<file path="config.mk">
export PLATFORM = sky130hd
export DESIGN_NAME = i2c_display_byte_writer
export DESIGN_NICKNAME = d
export VERILOG_FILES = /design/src/hw/rtl/i2cw_pkg.sv /design/src/hw/rtl/i2cw_engine.sv /design/src/hw/rtl/i2c_display_byte_writer.sv
export SDC_FILE = /design/constraint.sdc
export NUM_CORES = 1
export LEC_CHECK = 0
export BUFFER_PORTS_ARGS = -buffer_cell sky130_fd_sc_hd__buf_2
export CAP_MARGIN = 5
export CORE_MARGIN = 4
export CORE_UTILIZATION = 40
export CTS_BUF_LIST = sky130_fd_sc_hd__clkbuf_8 sky130_fd_sc_hd__clkbuf_16
export DETAILED_ROUTE_END_ITERATION = 6
export PLACE_DENSITY = 0.68
export SLEW_MARGIN = 15
export SYNTH_ARGS = -nofsm -noshare
export SYNTH_HDL_FRONTEND = slang
export SYNTH_SLANG_ARGS = --single-unit
</file>
<file path="constraint.sdc">
create_clock -name clk -period 3.7 [get_ports clk]
set_input_delay 0.37 -clock clk [delete_from_list [all_inputs] [get_ports clk]]
set_output_delay 0.37 -clock clk [all_outputs]
set_load 0.05 [all_outputs]
</file>
<file path="src/hw/rtl/i2cw_pkg.sv">
package i2cw_pkg;

	localparam int unsigned StepCount = 23;

	// One code for each step of the pin-write program.
	typedef enum logic [StepCount-1:0] {
		ST_START_SDA_HI = 23'(1) << 0,
		ST_START_SCL_HI = 23'(1) << 1,
		ST_START_WAIT_A = 23'(1) << 2,
		ST_START_SDA_LO = 23'(1) << 3,
		ST_START_SCL_LO = 23'(1) << 4,
		ST_START_WAIT_B = 23'(1) << 5,
		ST_BIT_SCL_LO   = 23'(1) << 6,
		ST_BIT_SDA      = 23'(1) << 7,
		ST_BIT_WAIT_A   = 23'(1) << 8,
		ST_BIT_SCL_HI   = 23'(1) << 9,
		ST_BIT_WAIT_B   = 23'(1) << 10,
		ST_ACK_SCL_LO   = 23'(1) << 11,
		ST_ACK_WAIT_A   = 23'(1) << 12,
		ST_ACK_SCL_HI   = 23'(1) << 13,
		ST_ACK_WAIT_B   = 23'(1) << 14,
		ST_ACK_SCL_END  = 23'(1) << 15,
		ST_ACK_WAIT_C   = 23'(1) << 16,
		ST_STOP_SCL_HI  = 23'(1) << 17,
		ST_STOP_WAIT_A  = 23'(1) << 18,
		ST_STOP_SCL_LO  = 23'(1) << 19,
		ST_STOP_SDA_HI  = 23'(1) << 20,
		ST_STOP_WAIT_B  = 23'(1) << 21,
		ST_FINISHED     = 23'(1) << 22
	} step_t;

	typedef enum logic {
		REG_DEVICE_ADDRESS = 1'b0,
		REG_HALF_PERIOD    = 1'b1
	} reg_index_t;

	localparam logic [7:0] CTRL_DATA = 8'h40;
	localparam logic [7:0] CTRL_CMD  = 8'h00;
	localparam logic [2:0] BIT_LAST  = 3'd7;
	localparam logic [1:0] BYTE_LAST = 2'd2;

	localparam logic [7:0] DEVICE_ADDRESS_RESET = 8'd120;
	localparam logic [9:0] HALF_PERIOD_RESET    = 10'd2;

	typedef struct packed {
		logic       is_data;
		logic [7:0] data_byte;
		logic       req_type;
	} item_t;

	// Packed so that scl_level sits in the lowest bit.
	typedef struct packed {
		logic done_res;
		logic accepted;
		logic busy_res;
		logic sda_level;
		logic scl_level;
	} res_t;

endpackage

</file>
<file path="src/hw/rtl/i2cw_engine.sv">
module i2cw_engine (
	input  logic             clk,
	input  logic             arst_n,
	input  logic             item_valid,
	input  i2cw_pkg::item_t  item,
	input  logic [7:0]       device_address,
	input  logic [9:0]       half_period_ticks,
	output i2cw_pkg::res_t   res
);

	i2cw_pkg::step_t step_q, step_n;
	logic [9:0] wait_q, wait_n;
	logic [7:0] shift_q, shift_n;
	logic [1:0] byte_q, byte_n;
	logic [2:0] bit_q, bit_n;
	logic [7:0] payload_q, payload_n;
	logic       is_data_q, is_data_n;
	logic       scl_q, scl_n;
	logic       sda_q, sda_n;
	logic       active_q, active_n;
	logic       acc;
	logic       done;
	logic [9:0] wait_load;

	// A half period of zero behaves as one tick.
	assign wait_load = (half_period_ticks == 10'd0) ? 10'd0 : half_period_ticks - 10'd1;

	always_comb begin
		step_n    = step_q;
		wait_n    = wait_q;
		shift_n   = shift_q;
		byte_n    = byte_q;
		bit_n     = bit_q;
		payload_n = payload_q;
		is_data_n = is_data_q;
		scl_n     = scl_q;
		sda_n     = sda_q;
		active_n  = active_q;
		acc       = 1'b0;
		done      = 1'b0;
		if (item_valid) begin
			if (item.req_type) begin
				if (!active_q) begin
					payload_n = item.data_byte;
					is_data_n = item.is_data;
					shift_n   = device_address;
					byte_n    = 2'd0;
					bit_n     = 3'd0;
					step_n    = i2cw_pkg::ST_START_SDA_HI;
					wait_n    = 10'd0;
					active_n  = 1'b1;
					acc       = 1'b1;
				end
			end else if (active_q) begin
				if (wait_q != 10'd0) begin
					wait_n = wait_q - 10'd1;
				end else begin
					case (step_q)
						i2cw_pkg::ST_START_SDA_HI: begin
							sda_n  = 1'b1;
							step_n = i2cw_pkg::ST_START_SCL_HI;
						end
						i2cw_pkg::ST_START_SCL_HI: begin
							scl_n  = 1'b1;
							step_n = i2cw_pkg::ST_START_WAIT_A;
						end
						i2cw_pkg::ST_START_WAIT_A: begin
							wait_n = wait_load;
							step_n = i2cw_pkg::ST_START_SDA_LO;
						end
						i2cw_pkg::ST_START_SDA_LO: begin
							sda_n  = 1'b0;
							step_n = i2cw_pkg::ST_START_SCL_LO;
						end
						i2cw_pkg::ST_START_SCL_LO: begin
							scl_n  = 1'b0;
							step_n = i2cw_pkg::ST_START_WAIT_B;
						end
						i2cw_pkg::ST_START_WAIT_B: begin
							wait_n = wait_load;
							step_n = i2cw_pkg::ST_BIT_SCL_LO;
						end
						i2cw_pkg::ST_BIT_SCL_LO: begin
							scl_n  = 1'b0;
							step_n = i2cw_pkg::ST_BIT_SDA;
						end
						i2cw_pkg::ST_BIT_SDA: begin
							sda_n  = shift_q[7];
							step_n = i2cw_pkg::ST_BIT_WAIT_A;
						end
						i2cw_pkg::ST_BIT_WAIT_A: begin
							wait_n = wait_load;
							step_n = i2cw_pkg::ST_BIT_SCL_HI;
						end
						i2cw_pkg::ST_BIT_SCL_HI: begin
							scl_n  = 1'b1;
							step_n = i2cw_pkg::ST_BIT_WAIT_B;
						end
						i2cw_pkg::ST_BIT_WAIT_B: begin
							shift_n = {shift_q[6:0], 1'b0};
							wait_n  = wait_load;
							if (bit_q == i2cw_pkg::BIT_LAST) begin
								bit_n  = 3'd0;
								step_n = i2cw_pkg::ST_ACK_SCL_LO;
							end else begin
								bit_n  = bit_q + 3'd1;
								step_n = i2cw_pkg::ST_BIT_SCL_LO;
							end
						end
						i2cw_pkg::ST_ACK_SCL_LO: begin
							scl_n  = 1'b0;
							step_n = i2cw_pkg::ST_ACK_WAIT_A;
						end
						i2cw_pkg::ST_ACK_WAIT_A: begin
							wait_n = wait_load;
							step_n = i2cw_pkg::ST_ACK_SCL_HI;
						end
						i2cw_pkg::ST_ACK_SCL_HI: begin
							scl_n  = 1'b1;
							step_n = i2cw_pkg::ST_ACK_WAIT_B;
						end
						i2cw_pkg::ST_ACK_WAIT_B: begin
							wait_n = wait_load;
							step_n = i2cw_pkg::ST_ACK_SCL_END;
						end
						i2cw_pkg::ST_ACK_SCL_END: begin
							scl_n  = 1'b0;
							step_n = i2cw_pkg::ST_ACK_WAIT_C;
						end
						i2cw_pkg::ST_ACK_WAIT_C: begin
							wait_n = wait_load;
							if (byte_q >= i2cw_pkg::BYTE_LAST) begin
								byte_n = 2'd0;
								step_n = i2cw_pkg::ST_STOP_SCL_HI;
							end else begin
								byte_n = byte_q + 2'd1;
								if (byte_q == 2'd0) begin
									shift_n = is_data_q ? i2cw_pkg::CTRL_DATA
									                    : i2cw_pkg::CTRL_CMD;
								end else begin
									shift_n = payload_q;
								end
								step_n = i2cw_pkg::ST_BIT_SCL_LO;
							end
						end
						i2cw_pkg::ST_STOP_SCL_HI: begin
							scl_n  = 1'b1;
							step_n = i2cw_pkg::ST_STOP_WAIT_A;
						end
						i2cw_pkg::ST_STOP_WAIT_A: begin
							wait_n = wait_load;
							step_n = i2cw_pkg::ST_STOP_SCL_LO;
						end
						i2cw_pkg::ST_STOP_SCL_LO: begin
							scl_n  = 1'b0;
							step_n = i2cw_pkg::ST_STOP_SDA_HI;
						end
						i2cw_pkg::ST_STOP_SDA_HI: begin
							sda_n  = 1'b1;
							step_n = i2cw_pkg::ST_STOP_WAIT_B;
						end
						i2cw_pkg::ST_STOP_WAIT_B: begin
							wait_n = wait_load;
							step_n = i2cw_pkg::ST_FINISHED;
						end
						default: begin
							active_n = 1'b0;
							step_n   = i2cw_pkg::ST_START_SDA_HI;
							wait_n   = 10'd0;
						end
					endcase
				end
				if (active_n && step_n == i2cw_pkg::ST_FINISHED && wait_n == 10'd0) begin
					done     = 1'b1;
					active_n = 1'b0;
					step_n   = i2cw_pkg::ST_START_SDA_HI;
				end
			end
		end
	end

	always_ff @(posedge clk or negedge arst_n) begin
		if (!arst_n) begin
			step_q    <= i2cw_pkg::ST_START_SDA_HI;
			wait_q    <= 10'd0;
			shift_q   <= 8'd0;
			byte_q    <= 2'd0;
			bit_q     <= 3'd0;
			payload_q <= 8'd0;
			is_data_q <= 1'b0;
			scl_q     <= 1'b1;
			sda_q     <= 1'b1;
			active_q  <= 1'b0;
		end else begin
			step_q    <= step_n;
			wait_q    <= wait_n;
			shift_q   <= shift_n;
			byte_q    <= byte_n;
			bit_q     <= bit_n;
			payload_q <= payload_n;
			is_data_q <= is_data_n;
			scl_q     <= scl_n;
			sda_q     <= sda_n;
			active_q  <= active_n;
		end
	end

	assign res.scl_level = scl_n;
	assign res.sda_level = sda_n;
	assign res.busy_res  = active_n;
	assign res.accepted  = acc;
	assign res.done_res  = done;

	// The wait counter is only loaded while a transaction runs.
	a_idle_wait_clear: assert property (@(posedge clk) disable iff (!arst_n)
		!active_q |-> wait_q == 10'd0)
		else $error("wait counter nonzero while idle");

	a_end_has_done: assert property (@(posedge clk) disable iff (!arst_n)
		item_valid && active_q && !active_n |-> done)
		else $error("transaction ended without done");

	// The stop sequence leaves the clock pin low and the data pin high.
	a_done_ends_busy: assert property (@(posedge clk) disable iff (!arst_n)
		done |=> !active_q && !scl_q && sda_q)
		else $error("pins not left at stop levels after done");

	a_accept_starts: assert property (@(posedge clk) disable iff (!arst_n)
		acc |=> active_q && step_q == i2cw_pkg::ST_START_SDA_HI
			&& shift_q == $past(device_address))
		else $error("start request not latched correctly");

endmodule

</file>
<file path="src/hw/rtl/i2c_display_byte_writer.sv">
// Bit-banged I2C write of one byte to a display controller. Each input transfer is either a
// start request (tuser[0] = 1, tdata = payload byte, tuser[1] = 1 for a data byte or 0 for a
// command) or one tick of time (tuser[0] = 0), and each input transfer yields exactly one
// output transfer with the clock and data pin levels, busy, accepted and done. A start request
// while busy is ignored. Each item moves the program sequencer by at most one step, so one
// transfer per cycle is sustained while the output does not stall; a two-entry output buffer
// lets input take one more transfer while the output side stalls. One write sends the device
// address, control byte 0x40 or 0x00 and payload, each wait lasting half_period_ticks ticks.
module i2c_display_byte_writer (
	input  logic       clk,
	input  logic       arst_n,
	input  logic       s_axis_tvalid,
	output logic       s_axis_tready,
	input  logic [7:0] s_axis_tdata,  // data_byte
	input  logic [1:0] s_axis_tuser,  // req_type, is_data
	output logic       m_axis_tvalid,
	input  logic       m_axis_tready,
	output logic [7:0] m_axis_tdata,  // scl_level, sda_level, busy_res, accepted, done_res, zeros
	input  logic       cfg_we,
	input  logic       cfg_index,
	input  logic [9:0] cfg_data
);

	logic [7:0]      device_address_q;
	logic [9:0]      half_period_q;
	logic            in_xfer;
	logic            out_xfer;
	i2cw_pkg::item_t item;
	i2cw_pkg::res_t  res;
	i2cw_pkg::res_t  out_q;
	i2cw_pkg::res_t  skid_q;
	logic            out_valid_q;
	logic            skid_valid_q;

	always_ff @(posedge clk or negedge arst_n) begin
		if (!arst_n) begin
			device_address_q <= i2cw_pkg::DEVICE_ADDRESS_RESET;
			half_period_q    <= i2cw_pkg::HALF_PERIOD_RESET;
		end else if (cfg_we) begin
			case (i2cw_pkg::reg_index_t'(cfg_index))
				i2cw_pkg::REG_DEVICE_ADDRESS: device_address_q <= cfg_data[7:0];
				i2cw_pkg::REG_HALF_PERIOD:    half_period_q    <= cfg_data;
				default: ;
			endcase
		end
	end

	assign s_axis_tready = !skid_valid_q;
	assign in_xfer       = s_axis_tvalid && s_axis_tready;
	assign out_xfer      = m_axis_tvalid && m_axis_tready;

	assign item.req_type  = s_axis_tuser[0];
	assign item.is_data   = s_axis_tuser[1];
	assign item.data_byte = s_axis_tdata;

	i2cw_engine u_engine (
		.clk               (clk),
		.arst_n            (arst_n),
		.item_valid        (in_xfer),
		.item              (item),
		.device_address    (device_address_q),
		.half_period_ticks (half_period_q),
		.res               (res)
	);

	always_ff @(posedge clk or negedge arst_n) begin
		if (!arst_n) begin
			out_valid_q  <= 1'b0;
			skid_valid_q <= 1'b0;
		end else if (!out_valid_q || out_xfer) begin
			if (skid_valid_q) begin
				out_valid_q  <= 1'b1;
				skid_valid_q <= 1'b0;
			end else begin
				out_valid_q <= in_xfer;
			end
		end else if (in_xfer) begin
			skid_valid_q <= 1'b1;
		end
	end

	always_ff @(posedge clk) begin
		if (!out_valid_q || out_xfer) begin
			if (skid_valid_q) begin
				out_q <= skid_q;
			end else if (in_xfer) begin
				out_q <= res;
			end
		end else if (in_xfer) begin
			skid_q <= res;
		end
	end

	assign m_axis_tvalid = out_valid_q;
	assign m_axis_tdata  = {3'b000, out_q};

	a_skid_behind_out: assert property (@(posedge clk) disable iff (!arst_n)
		skid_valid_q |-> out_valid_q)
		else $error("skid entry held without an output entry");

	a_skid_moves_up: assert property (@(posedge clk) disable iff (!arst_n)
		skid_valid_q && out_xfer |=> out_valid_q && !skid_valid_q && out_q == $past(skid_q))
		else $error("skid entry not moved to output");

endmodule

</file>
==> metrics.txt, run 1 <==
# TYPE chip_impl_metric gauge
chip_impl_metric{name="global_route_wire_length_before_repair",unit="µm"} 24600
chip_impl_metric{name="drv_cap",unit=""} 0
chip_impl_metric{name="power.combinational.fraction",unit="%"} 39.1
chip_impl_metric{name="holdBufCountCts",unit=""} 0
chip_impl_metric{name="numClockSinks",unit=""} 88
chip_impl_metric{name="synthArstFlopShare",unit="%"} 88.6
chip_impl_metric{name="synth_seq_cells",unit=""} 88
chip_impl_metric{name="seq_power_share",unit="%"} 35.9
chip_impl_metric{name="final_min_period_over_clock_period",unit="%"} 90.9
chip_impl_info{name="highest-signal-layer",value="met4"} 1
chip_impl_info{name="synth_top_family_by_area",value="simple AND/OR/NAND/NOR gates"} 1
chip_impl_metric{name="post-cts-setup-buffer-count",unit=""} 0
chip_impl_metric{name="setup.reg_to_reg.worst_slack",unit="ps"} 340
chip_impl_metric{name="path_max_fanout",unit=""} 9
chip_impl_metric{name="post-dp-hpwl",unit="µm"} 11500
chip_impl_metric{name="worstSkewPairLatency",unit="ps"} 350
chip_impl_info{name="holdCritPathClass",value="in2async"} 1
chip_impl_metric{name="site_rows",unit=""} 42
chip_impl_metric{name="number_of_global_route_vias_before_repair",unit=""} 4682
chip_impl_info{name="crit-reg2reg-capture",value="m_axis_tdata[4]$_DFFE_PP_"} 1
chip_impl_info{name="start_kind",value="flip-flop"} 1
chip_impl_metric{name="grt_antenna_before_repair",unit=""} 0
chip_impl_metric{name="synth_warnings",unit=""} 0
chip_impl_metric{name="cts.clk_slew.worst_paths",unit="ps"} 60
chip_impl_info{name="timing.rr.start",value="u_engine.step_q[8]$_DFFE_PN0P_"} 1
chip_impl_info{name="critPathCaptureType",value="flip-flop"} 1
chip_impl_metric{name="power_frac_clock",unit="%"} 24.9
chip_impl_metric{name="peakVddDrop",unit="V"} 0.000422
chip_impl_info{name="tritoncts",value="built"} 1
chip_impl_metric{name="synth-edff-count",unit=""} 10
chip_impl_metric{name="portBuffers",unit=""} 32
chip_impl_metric{name="post-route-min-period",unit="ps"} 3360
chip_impl_metric{name="reg2reg_depth",unit=""} 9
chip_impl_metric{name="powerDensity",unit="nW/µm²"} 638
chip_impl_metric{name="setup_tns_final",unit="ps"} 0
chip_impl_metric{name="route.detailed.wl_per_inst",unit="µm"} 19.5
chip_impl_metric{name="ctsHtreeMaxLevel",unit=""} 3
chip_impl_metric{name="cell_internal_pwr",unit="mW"} 2.34
chip_impl_metric{name="detailedRoute.firstIterationViolations",unit=""} 524
chip_impl_metric{name="wl_met3",unit="µm"} 1210
chip_impl_info{name="postSynth.topFlopCell",value="dfrtp_1"} 1
chip_impl_metric{name="maximum_number_of_pins_on_one_net_before_global_route_repair",unit=""} 79
chip_impl_metric{name="synth_compound_gate_area_share",unit="%"} 14.5
chip_impl_metric{name="die_h",unit="µm"} 124
chip_impl_metric{name="ant_nets",unit=""} 0
chip_impl_metric{name="initial_core_util",unit="%"} 40.7
chip_impl_metric{name="post_synth_fa_ha_maj_area_fraction",unit="%"} 1.63
chip_impl_metric{name="synth_top_cell_area_share",unit="%"} 32.6
chip_impl_metric{name="routed_wl",unit="µm"} 15200
chip_impl_metric{name="area_share_of_and_or_nand_nor_cells_after_synthesis",unit="%"} 27.3
chip_impl_metric{name="timing_hold_violations_final",unit=""} 0
chip_impl_metric{name="fmax",unit="MHz"} 297
chip_impl_info{name="outcome",value="finished, final reports clean"} 1
chip_impl_metric{name="syn_to_final_growth",unit="%"} 11.7
chip_impl_metric{name="num-fill-cells",unit=""} 1242
chip_impl_metric{name="slew_worst_pin",unit="ps"} 1010
chip_impl_metric{name="timing.critical_path.required",unit="ps"} 3800
chip_impl_metric{name="finalMaxSlewViolations",unit=""} 0
chip_impl_metric{name="fin_skew",unit="ps"} 7.79
chip_impl_metric{name="crit_arrival",unit="ps"} 3470
chip_impl_metric{name="drt_pass1_iterations",unit=""} 5
chip_impl_info{name="rsz_0062_raised_after_global_routing",value="no"} 1
chip_impl_metric{name="n_antenna_cell",unit=""} 0
chip_impl_info{name="clk_tree_root_cell",value="clkbuf_16"} 1
chip_impl_metric{name="finalSetupViolCount",unit=""} 0
chip_impl_metric{name="net-switching-power",unit="mW"} 1.49
chip_impl_metric{name="floorplan.die_area",unit="µm²"} 15300
chip_impl_metric{name="drive_above_1_share",unit="%"} 21.2
chip_impl_metric{name="grt_usage",unit="%"} 20.9
chip_impl_metric{name="finish.utilization",unit="%"} 45.5
chip_impl_metric{name="synth.lib_cells_used.distinct",unit=""} 66
chip_impl_info{name="synth_top_area_cell",value="dfrtp_1"} 1
chip_impl_metric{name="synthXorXnorAreaFrac",unit="%"} 2.45
chip_impl_metric{name="vias",unit=""} 4694
chip_impl_metric{name="ctsResizeCount",unit=""} 0
chip_impl_metric{name="slew_headroom",unit="%"} 32.7
chip_impl_metric{name="power.static_leakage",unit="nW"} 2.47
chip_impl_metric{name="floorplan.die.width",unit="µm"} 124
chip_impl_metric{name="synth_area_per_inst",unit="µm²"} 9.32
chip_impl_metric{name="global_route.overflow_total",unit=""} 0
chip_impl_metric{name="synth_area",unit="µm²"} 5370
chip_impl_metric{name="synth_seq_area_share",unit="%"} 42.1
chip_impl_metric{name="finalNetCount",unit=""} 633
chip_impl_metric{name="avgViaCountPerCell",unit=""} 6.01
chip_impl_metric{name="share_of_synthesized_area_spent_on_multiplexers",unit="%"} 7.32
chip_impl_metric{name="dr_wl_met2",unit="µm"} 7270
chip_impl_metric{name="coreArea",unit="µm²"} 13200
chip_impl_metric{name="placer_congestion",unit=""} 0.997
chip_impl_metric{name="cts_buffers",unit=""} 9
chip_impl_metric{name="ctsLongestPathBuffers",unit=""} 2
chip_impl_metric{name="drc",unit=""} 0
chip_impl_metric{name="placed_cells_incl_taps",unit=""} 765
chip_impl_info{name="setup.worst_path.class",value="reg2reg"} 1
chip_impl_metric{name="power_switching_share",unit="%"} 39.0
chip_impl_metric{name="detail_route.wirelength.met1",unit="µm"} 6120
chip_impl_metric{name="synthesis.instances",unit=""} 576
chip_impl_info{name="synthTopCellsByArea",value="dfrtp_1, mux2_2, edfxtp_1"} 1
chip_impl_metric{name="ios",unit=""} 36
chip_impl_metric{name="stdcell_count",unit=""} 781
chip_impl_metric{name="holdWs",unit="ps"} 172
final cells by class:
type	count	area, µm²	share of cell area (%)
multi-input combinational	440	2870	47.9
sequential	88	2260	37.7
timing repair buffer	47	275	4.59
clock buffer	11	253	4.21
tap	176	220	3.67
clock inverter	5	62.6	1.04
inverter	14	52.6	0.876
registers in the layout, indices dropped and copies added (netlist names):
signal and cells:
u_engine.scl_q 1, half_period_q 10, skid_valid_q 1, u_engine.shift_q 8, u_engine.payload_q 8, u_engine.wait_q 10, u_engine.active_q 1, m_axis_tdata 5
u_engine.is_data_q 1, m_axis_tvalid 1, u_engine.byte_q 2, u_engine.bit_q 3, device_address_q 8, u_engine.step_q 23, u_engine.sda_q 1, skid_q 5
layer usage:
metal  vias up  track usage, %
li1       2151               -
met1      2294            26.5
met2       200            33.3
met3        49            5.72
met4         0            9.62
met5         -               0
worst max-delay path, cell delays in order (launching register included):
cell     delay, ps
dfrtp_1        480
nor4_1         680
nand4_1        260
or4_1          660
o221a_1        300
nand4_1        100
a22oi_1        120
nand4_2        190
nor3_2          70
mux2_4         280
cells in the final DEF, fill, tap and decap left out, drive strengths merged, types with 10 or more instances in the layout:
cell	instances
buf	47
nor4	17
edfxtp	10
clkbuf	11
o21ai	52
nor3b	11
nor2	52
nand3	19
mux2	31
inv	14
nor2b	10
nor4b	10
a21oi	21
dfrtp	70
nand4	22
or4	10
nand2	64
nor3	15
power by group through the flow:
| stage | clock [mW] | combinational, mW | sequential, mW |
|---|---|---|---|
| floorplan | 0 | 1.12 | 1.32 |
| global placement | 0 | 1.45 | 1.37 |
| detailed placement | 0 | 1.47 | 1.39 |
| CTS | 0.972 | 1.47 | 1.37 |
| global route | 1.01 | 1.64 | 1.40 |
| finish | 0.955 | 1.50 | 1.38 |
synth_stat cells (5+ instances only):
master and number:
nand4_1 20, nor3_1 13, inv_1 13, o21ai_0 46, nor4_1 10, dfrtp_1 70, a21o_1 5, nor4b_1 10
xor2_1 7, mux2_2 30, or4_1 6, dfstp_2 8, clkbuf_1 19, buf_2 8, a31oi_1 5, nor3b_1 11
nor2_1 51, o21ai_1 5, nand3_1 19, ha_1 7, xnor2_1 8, a21oi_1 20, nand2_1 63, nand2b_1 5
o21a_1 7, buf_6 5, edfxtp_1 10, nor2b_1 10, or3_1 7
worst max path at each step:
stage                                   start                         to  slack, ps  cells after the start
2_1_floorplan  u_engine.wait_q[0]$_DFFE_PN0P_  m_axis_tdata[4]$_DFFE_PP_        710                     12
3_3_place_gp   u_engine.step_q[8]$_DFFE_PN0P_  m_axis_tdata[4]$_DFFE_PP_        300                      9
3_5_place_dp   u_engine.step_q[8]$_DFFE_PN0P_  m_axis_tdata[4]$_DFFE_PP_        410                      9
4_1_cts        u_engine.step_q[8]$_DFFE_PN0P_  m_axis_tdata[4]$_DFFE_PP_        380                      9
5_1_grt        u_engine.step_q[8]$_DFFE_PN0P_  m_axis_tdata[4]$_DFFE_PP_        240                      9
6_report       u_engine.step_q[8]$_DFFE_PN0P_  m_axis_tdata[4]$_DFFE_PP_        340                      9
cell families after synthesis:
kind of cell | count (synthesis)
buffers and inverters | 50
adder cells (fa/ha/maj) | 7
AO/OA/AOI/OAI | 123
multiplexers | 35
flip-flops | 88
XOR/XNOR | 15
other | 1
AND/OR/NAND/NOR | 257
through the flow:
step / setup WS (ps) / power, mW / area (µm²)
2_1_floorplan: 713 / 2.44 / 5380
3_3_place_gp: 295 / 2.83 / 5680
3_5_place_dp: 411 / 2.86 / 5680
4_1_cts: 383 / 3.82 / 6000
5_1_grt: 244 / 4.06 / 6000
6_report: 337 / 3.83 / 6000
No activity file was read; power rests on OpenSTA's default activity.
==> run 2, diff against run 1 <==
- CELL_PAD_IN_SITES_DETAIL_PLACEMENT: default -> 1
- CELL_PAD_IN_SITES_GLOBAL_PLACEMENT: default -> 2
- CORE_UTILIZATION: 40 -> 39
- PLACE_DENSITY: 0.68 -> 0.92
==> run 2 against run 1 <==
Net effect: maximum frequency rose by 0.23%; die area rose by 2.4%; core utilization fell by 0.46 points; non-clock buffer count rose by 4; global-route usage rose by 1.1 points.
==> metrics.txt, run 2 (synthesis gave the netlist of run 1 again) <==
# TYPE chip_impl_metric gauge
chip_impl_metric{name="grt_usage",unit="%"} 22.0
chip_impl_info{name="rsz_0062_raised_after_global_routing",value="no"} 1
chip_impl_metric{name="report.power.total",unit="mW"} 3.80
chip_impl_metric{name="avgViaCountPerCell",unit=""} 5.94
chip_impl_metric{name="worstSkewPairLatency",unit="ps"} 360
chip_impl_metric{name="placer_congestion",unit=""} 0.968
chip_impl_metric{name="fin_skew",unit="ps"} 11.9
chip_impl_metric{name="numClockSinks",unit=""} 88
chip_impl_metric{name="drc",unit=""} 0
chip_impl_metric{name="post-cts-setup-buffer-count",unit=""} 0
chip_impl_info{name="max_flop_register",value="u_engine.step_q"} 1
chip_impl_metric{name="setup_tns_final",unit="ps"} 0
chip_impl_metric{name="coreArea",unit="µm²"} 13300
chip_impl_info{name="crit-reg2reg-capture",value="m_axis_tdata[4]$_DFFE_PP_"} 1
chip_impl_metric{name="routed_wl",unit="µm"} 16700
chip_impl_metric{name="reg2reg_depth",unit=""} 9
chip_impl_metric{name="finalMaxSlewViolations",unit=""} 0
chip_impl_metric{name="site_rows",unit=""} 42
chip_impl_info{name="worst_path_max_delay_cell",value="or4_4"} 1
chip_impl_metric{name="drv_cap",unit=""} 0
chip_impl_metric{name="maximum_number_of_pins_on_one_net_before_global_route_repair",unit=""} 67
chip_impl_metric{name="holdBufCountCts",unit=""} 0
chip_impl_metric{name="initial_core_util",unit="%"} 40.2
chip_impl_metric{name="portBuffers",unit=""} 32
chip_impl_metric{name="slew_headroom",unit="%"} 28.8
chip_impl_metric{name="finalNetCount",unit=""} 637
chip_impl_metric{name="path_max_fanout",unit=""} 10
chip_impl_metric{name="slew_worst_pin",unit="ps"} 1070
chip_impl_info{name="start_kind",value="flip-flop"} 1
chip_impl_metric{name="drt_pass1_iterations",unit=""} 4
chip_impl_metric{name="die_h",unit="µm"} 125
chip_impl_info{name="critical_path.most_common_cell",value="nand4_2"} 1
chip_impl_info{name="timing.rr.start",value="u_engine.step_q[4]$_DFFE_PN0P_"} 1
chip_impl_metric{name="grt_antenna_before_repair",unit=""} 1
chip_impl_metric{name="cts_buffers",unit=""} 9
chip_impl_info{name="most-common-layout-cells",value="dfrtp_1, nand2_1, nor2_1, o21ai_0, buf_2"} 1
chip_impl_metric{name="num-fill-cells",unit=""} 1568
chip_impl_metric{name="ctsHtreeMaxLevel",unit=""} 3
chip_impl_metric{name="finalSetupViolCount",unit=""} 0
chip_impl_info{name="setup.worst_path.class",value="reg2reg"} 1
chip_impl_metric{name="route.detailed.wl_per_inst",unit="µm"} 21.3
chip_impl_metric{name="ctsLongestPathBuffers",unit=""} 2
chip_impl_metric{name="peakVddDrop",unit="V"} 0.000444
chip_impl_metric{name="final_min_period_over_clock_period",unit="%"} 90.7
chip_impl_metric{name="global_route_wire_length_before_repair",unit="µm"} 27500
chip_impl_metric{name="timing.critical_path.slowest_cell_delay",unit="ps"} 660
chip_impl_metric{name="number_of_global_route_vias_before_repair",unit=""} 5047
chip_impl_metric{name="drive_above_1_share",unit="%"} 21.5
chip_impl_metric{name="cts.clk_slew.worst_paths",unit="ps"} 60
chip_impl_metric{name="powerDensity",unit="nW/µm²"} 632
chip_impl_metric{name="timing.critical_path.required",unit="ps"} 3800
chip_impl_metric{name="ios",unit=""} 36
chip_impl_metric{name="detailedRoute.firstIterationViolations",unit=""} 306
chip_impl_info{name="crit_path_cell_trace",value="or4_4 > nor4_4 > nand4_1 > nand4_2 > o21ai_2 > o22a_1 > nand4_2 > nor3_2 > mux2_4"} 1
chip_impl_metric{name="largest_register_ff_count",unit=""} 23
chip_impl_metric{name="timing_hold_violations_final",unit=""} 0
chip_impl_metric{name="ant_nets",unit=""} 0
chip_impl_info{name="layout.cells.most_common",value="dfrtp_1"} 1
chip_impl_info{name="outcome",value="finished, final reports clean"} 1
chip_impl_info{name="critPathCaptureType",value="flip-flop"} 1
chip_impl_metric{name="crit_arrival",unit="ps"} 3460
chip_impl_metric{name="syn_to_final_growth",unit="%"} 11.9
chip_impl_metric{name="global_route.overflow_total",unit=""} 0
chip_impl_info{name="holdCritPathClass",value="in2async"} 1
chip_impl_metric{name="ctsResizeCount",unit=""} 0
chip_impl_metric{name="holdWs",unit="ps"} 126
chip_impl_metric{name="floorplan.die.width",unit="µm"} 125
chip_impl_metric{name="n_antenna_cell",unit=""} 0
chip_impl_metric{name="fmax",unit="MHz"} 298
chip_impl_metric{name="floorplan.die_area",unit="µm²"} 15700
chip_impl_metric{name="vias",unit=""} 4666
chip_impl_info{name="reg.largest.list",value="u_engine.step_q: 23 flops, half_period_q: 10 flops, u_engine.wait_q: 10 flops"} 1
chip_impl_metric{name="setup.reg_to_reg.worst_slack",unit="ps"} 340
chip_impl_metric{name="regArea",unit="µm²"} 2260
chip_impl_info{name="clk_tree_root_cell",value="clkbuf_16"} 1
chip_impl_metric{name="power.static_leakage",unit="nW"} 2.48
chip_impl_metric{name="post-route-min-period",unit="ps"} 3360
chip_impl_info{name="tritoncts",value="built"} 1
chip_impl_metric{name="post-dp-hpwl",unit="µm"} 12700
chip_impl_metric{name="multi_input_comb_area",unit="µm²"} 2870
==> run 2: stage by stage <==
stage | setup slack, ps | std cells | area (µm²) | utilization, %
finish | 345 | 785 | 6010 | 45.0
floorplan | 713 | 578 | 5380 | -
CTS | 346 | 785 | 6010 | 45.0
global route | 213 | 785 | 6010 | 45.0
detailed placement | 370 | 769 | 5710 | 42.8
global placement | 413 | 769 | 5710 | 42.8
==> run 2: layout make-up <==
cell class | instances | area share, %
Clock inverter | 7 | 1.17
Clock buffer | 9 | 3.75
Sequential cell | 88 | 37.7
Tap cell | 176 | 3.67
Timing Repair Buffer | 51 | 5.08
Multi-Input combinational cell | 440 | 47.8
Inverter | 14 | 0.875
==> run 2: worst max-delay path by stage <==
stage                                endpoint                            from  cells after the start  slack, ps
detailed placement  m_axis_tdata[4]$_DFFE_PP_  u_engine.step_q[4]$_DFFE_PN0P_                      9        370
CTS                 m_axis_tdata[4]$_DFFE_PP_  u_engine.step_q[5]$_DFFE_PN0P_                      9        350
global route        m_axis_tdata[4]$_DFFE_PP_  u_engine.step_q[5]$_DFFE_PN0P_                      9        210
global placement    m_axis_tdata[4]$_DFFE_PP_  u_engine.step_q[5]$_DFFE_PN0P_                      9        410
finish              m_axis_tdata[4]$_DFFE_PP_  u_engine.step_q[4]$_DFFE_PN0P_                      9        340
floorplan           m_axis_tdata[4]$_DFFE_PP_  u_engine.wait_q[0]$_DFFE_PN0P_                     12        710
==> run 2: power breakdown <==
part	switching, mW	internal (mW)	leakage, nW
clock network	0.394	0.524	0.151
logic	0.910	0.588	1.24
registers	0.195	1.19	1.09
total	1.50	2.30	2.48
==> run 2: critical path, delay by kind of cell (launching register included) <==
family             cells  cell delay [ps]
AOI/OAI and AO/OA      2              370
DFF                    1              470
muxes                  1              270
and+or+nand+nor        6             1990
==> run 2: layer usage <==
metal,GRT usage (%),wire (µm)
met4,9.50,611
met3,5.16,778
met2,37.4,8370
met5,0,13
met1,26.8,6940
